$ cat src/hdl/thin_plate_spline_3d_eval_top_macros.svh
// Assertion macros for the thin plate spline evaluator.
// Used by the top level only; expects clk and rst_n in scope.
`ifndef THIN_PLATE_SPLINE_3D_EVAL_TOP_MACROS_SVH
`define THIN_PLATE_SPLINE_3D_EVAL_TOP_MACROS_SVH

// The consequent must hold in the same cycle as the antecedent.
`define TPS3_ASSERT_SAME(lbl, ant, con) \
  lbl: assert property (@(posedge clk) disable iff (!rst_n) (ant) |-> (con)) \
    else $error("tps3 same-cycle check failed");

// The consequent must hold in the cycle after the antecedent.
`define TPS3_ASSERT_NEXT(lbl, ant, con) \
  lbl: assert property (@(posedge clk) disable iff (!rst_n) (ant) |=> (con)) \
    else $error("tps3 next-cycle check failed");

`endif

$ cat src/hdl/tps3_pkg.sv
// Shared types and constants of the thin plate spline evaluator.
// No dependencies; every module of the design and the testbench imports it.
package tps3_pkg;

  localparam int FRAC_BITS      = 16;
  localparam int DEF_MAX_POINTS = 64;
  localparam int IDX_FIELD_W    = 6;
  localparam int TABLE_LIMIT    = 1 << IDX_FIELD_W;
  localparam int PC_W           = 7;
  localparam int COEF_COUNT     = 12;
  localparam int RADIAL_MIN     = 4;
  localparam int QUEUE_DEPTH    = 2;
  localparam int QC_W           = $clog2(QUEUE_DEPTH + 1);

  localparam int R2_SHIFT = 2 * FRAC_BITS - 2;
  localparam logic [63:0] R2_THRESH = (64'd1 << R2_SHIFT) / 64'd100000000;
  localparam logic [29:0] LN2_Q30   = 30'd744261118;

  localparam int D_W     = 33;
  localparam int LN_W    = 40;
  localparam int U_W     = 56;
  localparam int U_SPLIT = 28;
  localparam int ACC_W   = 96;

  localparam logic [1:0] OP_EVAL  = 2'd0;
  localparam logic [1:0] OP_POINT = 2'd1;
  localparam logic [1:0] OP_COEF  = 2'd2;

  typedef struct packed {
    logic [1:0]             opcode;
    logic [IDX_FIELD_W-1:0] entry_index;
    logic signed [31:0]     coord_x;
    logic signed [31:0]     coord_y;
    logic signed [31:0]     coord_z;
    logic signed [31:0]     weight_x_in;
    logic signed [31:0]     weight_y_in;
    logic signed [31:0]     weight_z_in;
    logic signed [31:0]     coef_value;
  } in_item_t;

  typedef struct packed {
    logic signed [31:0] mapped_x;
    logic signed [31:0] mapped_y;
    logic signed [31:0] mapped_z;
  } out_item_t;

  typedef struct packed {
    logic signed [31:0] px;
    logic signed [31:0] py;
    logic signed [31:0] pz;
    logic signed [31:0] wx;
    logic signed [31:0] wy;
    logic signed [31:0] wz;
  } cpoint_t;

  typedef struct packed {
    logic                  start;
    logic signed [D_W-1:0] dx;
    logic signed [D_W-1:0] dy;
    logic signed [D_W-1:0] dz;
  } rad_req_t;

  typedef struct packed {
    logic                  done;
    logic signed [U_W-1:0] u;
  } rad_rsp_t;

  typedef struct packed {
    logic            push;
    logic            pop;
    logic            full;
    logic            empty;
    logic [QC_W-1:0] count;
  } queue_stat_t;

endpackage

$ cat src/hdl/tps3_queue.sv
// Short show-ahead queue between the front end and the back end.
// Depends on tps3_pkg.
module tps3_queue import tps3_pkg::*; (
  input  logic        clk,
  input  logic        rst_n,
  input  logic        push,
  input  in_item_t    push_data,
  input  logic        pop,
  output in_item_t    head,
  output queue_stat_t stat
);

  localparam int QP_W = (QUEUE_DEPTH > 1) ? $clog2(QUEUE_DEPTH) : 1;

  in_item_t        slot_r [QUEUE_DEPTH];
  logic [QP_W-1:0] wr_r;
  logic [QP_W-1:0] rd_r;
  logic [QC_W-1:0] count_r;

  function automatic logic [QP_W-1:0] bump(input logic [QP_W-1:0] p);
    return (p == QP_W'(QUEUE_DEPTH - 1)) ? '0 : p + 1'b1;
  endfunction

  always_ff @(posedge clk) begin
    if (!rst_n) begin
      wr_r    <= '0;
      rd_r    <= '0;
      count_r <= '0;
    end else begin
      if (push) wr_r <= bump(wr_r);
      if (pop) rd_r <= bump(rd_r);
      case ({push, pop})
        2'b10:   count_r <= count_r + 1'b1;
        2'b01:   count_r <= count_r - 1'b1;
        default: count_r <= count_r;
      endcase
    end
  end

  always_ff @(posedge clk) begin
    if (push) slot_r[wr_r] <= push_data;
  end

  assign head       = slot_r[rd_r];
  assign stat.push  = push;
  assign stat.pop   = pop;
  assign stat.full  = (count_r == QC_W'(QUEUE_DEPTH));
  assign stat.empty = (count_r == '0);
  assign stat.count = count_r;

endmodule

$ cat config.mk
export PLATFORM = sky130hd
export DESIGN_NAME = tps3_queue
export DESIGN_NICKNAME = d
export VERILOG_FILES = /design/src/hdl/thin_plate_spline_3d_eval_top_macros.svh /design/src/hdl/tps3_pkg.sv /design/src/hdl/tps3_queue.sv
export SDC_FILE = /design/constraint.sdc
export NUM_CORES = 1
export LEC_CHECK = 0
export ABC_AREA = 1
export BUFFER_PORTS_ARGS = -buffer_cell sky130_fd_sc_hd__buf_2
export CELL_PAD_IN_SITES_DETAIL_PLACEMENT = 0
export CELL_PAD_IN_SITES_GLOBAL_PLACEMENT = 2
export CORE_MARGIN = 2
export CORE_UTILIZATION = 35
export CTS_BUF_LIST = sky130_fd_sc_hd__clkbuf_4
export DETAILED_ROUTE_END_ITERATION = 10
export GPL_ROUTABILITY_DRIVEN = 0
export PLACE_DENSITY = 0.7
export SLEW_MARGIN = 10
export SYNTH_ARGS = -nofsm -noshare
export SYNTH_HDL_FRONTEND = slang
export SYNTH_SLANG_ARGS = --single-unit
$ cat constraint.sdc
create_clock -name clk -period 16.9 [get_ports clk]
set_input_delay 1.69 -clock clk [delete_from_list [all_inputs] [get_ports clk]]
set_output_delay 1.69 -clock clk [all_outputs]
set_load 0.005 [all_outputs]
==> flow_metrics.py <==
metrics = {
    "status": {
        "status": "finished clean",
    },
    "synthesis": {
        "synthFlopType": "edfxtp_1",
        "postSynthAreaPerCell_um2": 23.4,
        "synth_area_mm2": 0.0177,
        "synth_edf_count": 464,
        "synth_top_area_share": 0.786,
        "synth-async-reset-ratio": 0,
        "synth.area.top_cells": "edfxtp_1 (79%), mux2_4 (15%), mux2_2 (3.3%)",
        "yosysTopAreaCell": "edfxtp_1",
        "synth_warnings": 0,
        "synth_commonest_cells": "edfxtp_1 (464), mux2_4 (180), mux2_2 (52)",
        "syn_inst": 759,
        "synth_most_common_cell": "edfxtp_1",
        "syn-num-nets": 996,
        "ys_seq_area_frac": 0.792,
        "synth.ff_latch_count": 469,
        "synth_cell_types": 15,
    },
    "detailed_routing": {
        "dr.first_iter.drc_count": 401,
        "dr_total_vias": 9209,
        "route.detailed.drc": 0,
        "first_pass_iters": 4,
        "wl_per_cell_um": 18.6,
        "via_per_inst": 4.37,
        "ant_nets": 0,
        "wl_um": 39200,
    },
    "power_and_ir_drop": {
        "power_mw": 2.53,
        "power_frac_comb": 0.095,
        "p_seq_frac": 0.540,
        "netSwitchingPower_mw": 0.570,
        "p_sw_frac": 0.225,
        "p_int_mw": 1.96,
        "leakagePower_nw": 8.85,
        "pwr-share-clk": 0.365,
        "p_per_area_mw_per_mm2": 114,
        "vdd_drop_max_mv": 0.0701,
    },
    "critical_path": {
        "cpMaxStageDelayCell": "buf_4",
        "reg2reg_depth": 3,
        "critPathLaunchType": "register",
        "endpoint": "head[44]",
        "crit_required_ns": 15.21,
        "crit_arrival_ns": 4.53,
        "path_cells": "buf_4 > buf_4 > buf_4 > mux2_4 > buf_2",
        "r2r_slack_ns": 14.42,
        "worstSetupEndpointType": "output pin",
        "critical-path-top-delay-family": "buffers and inverters",
        "critical_path_cell_count": 5,
        "path_class": "reg -> out",
        "cp.buffers_inverters": 4,
        "r2r_start": "wr_r$_SDFFE_PN0P_",
        "r2r-end": "slot_r[1][131]$_DFFE_PP_",
        "cpMostUsedCell": "buf_4",
        "cp_max_fo": 61,
        "cpPeakStageDelay_ns": 0.90,
    },
    "die": {
        "rows": 82,
        "core_mm2": 0.0501,
        "num_io_pins": 474,
        "dieArea_mm2": 0.0525,
        "start_util": 0.354,
        "die_y_um": 229,
        "chipWidth_um": 229,
    },
    "sta": {
        "max-slew-margin-rel": 0.256,
        "fin_tns_setup_ns": 0,
        "fin_crit_ns": 6.22,
        "holdWs_ns": 0.501,
        "final-max-slew-violation-count": 0,
        "timing.final.crit_share": 0.368,
        "finalWorstSetupSlack_ns": 10.68,
        "worst_pin_slew_ns": 1.12,
        "fin_skew_ns": 0.0342,
        "setup_violations": 0,
        "max_freq_mhz": 161,
        "finalHoldViolCount": 0,
        "rsz0062_at_grt": "false",
    },
    "layout": {
        "finalNetCount": 1573,
        "drive_above_1_share": 0.628,
        "postLayoutCellArea_mm2": 0.0223,
        "syn_to_final_growth_pct": 25.6,
        "finalNonFillerCells": 2109,
        "final_util": 0.445,
    },
    "cts": {
        "cts_setup_buffers": 0,
        "ctsHoldBuffers": 0,
        "clock-sinks": 469,
        "cts_made_buffers": 120,
        "ctsLongestPathBuffers": 3,
        "clock_latency_ns": 0.83,
        "postCtsResizedCells": 0,
        "h-tree-depth": 3,
        "path_clk_slew_ns": 0.06,
        "cts_root_buffer": "clkbuf_4",
        "cts_tree": "done",
    },
    "grt": {
        "grt_first_pass_wirelength_um": 57700,
        "grt_pass1_vias": 9621,
        "grt_max_degree": 96,
        "grtUsageTotal": 0.147,
        "antenna_found_initial": 10,
        "grt-ovfl-total": 0,
    },
    "min_path": {
        "hp-class": "reg -> reg",
    },
    "placed_design": {
        "dp_hpwl_um": 26500,
        "dpl_cell_area_mm2": 0.0207,
        "pre_cts_ws_ns": 11.43,
        "port_buffers": 473,
        "dp_cells": 1886,
    },
    "run": {
        "drv_cap": 0,
    },
}
-- layer usage --
metal  part of all wire  global-route usage
met1               0.39               0.166
met2               0.49               0.241
met3              0.086              0.0634
met4              0.025              0.0659
met5             0.0019                   0
-- how the worst min path moves through the flow --
stage | start | cells past startpoint | to | slack, ns
2_1_floorplan | rd_r$_SDFFE_PN0P_ | 2 | register | 0.46
3_3_place_gp | rd_r$_SDFFE_PN0P_ | 2 | rd_r$_SDFFE_PN0P_ | 0.48
3_5_place_dp | rd_r$_SDFFE_PN0P_ | 2 | register | 0.49
4_1_cts | rd_r$_SDFFE_PN0P_ | 2 | register | 0.51
5_1_grt | rd_r$_SDFFE_PN0P_ | 2 | rd_r$_SDFFE_PN0P_ | 0.54
6_report | rd_r$_SDFFE_PN0P_ | 2 | register | 0.50
-- placed cells by master, fill, tap and decap left out, drive strengths merged, types with 5 or more instances in the layout --
master,instances
inv,9
clkinv,42
edfxtp,464
nor2,12
nand2,8
mux2,232
diode,5
clkbuf,172
buf,483
dfxtp,5
-- worst reg2reg max path: stages (launching register included) --
cell     delay [ns]
dfxtp_1        0.39
nand2_1        0.17
inv_8          0.54
buf_4          0.95
-- sequential cells by signal, indices dropped and copies added, names as in the netlist, named ones only --
name     cells
count_r      2
rd_r         1
slot_r     464
wr_r         1
-- power by group through the flow --
stage	logic (mW)	registers, mW	clock network (mW)
CTS	0.247	1.37	0.969
global placement	0.242	1.39	0
detailed placement	0.246	1.39	0
floorplan	0.138	1.40	0
finish	0.241	1.37	0.922
global route	0.262	1.37	1.02
-- cell type report --
class	count	area [um2]
antenna	5	12.5
tap	672	841
fill	4551	27800
multi-input combinational	256	3400
clock inverter	46	205
sequential	469	14000
inverter	6	30.0
timing repair buffer	483	2440
clock buffer	172	1290
-- cells by family (layout without fill, tap and decap cells) --
kind of cell               after synthesis  count (layout)  synth area share
AOI/OAI and AO/OA                        2               2          0.000564
adders and majority gates                1               1          0.000706
buffers and inverters                   34             707            0.0171
DFF                                    469             469             0.792
muxes                                  232             232             0.185
other                                    0               5                 0
and+or+nand+nor                         21              21           0.00459
No activity file was read; power rests on OpenSTA's default activity.
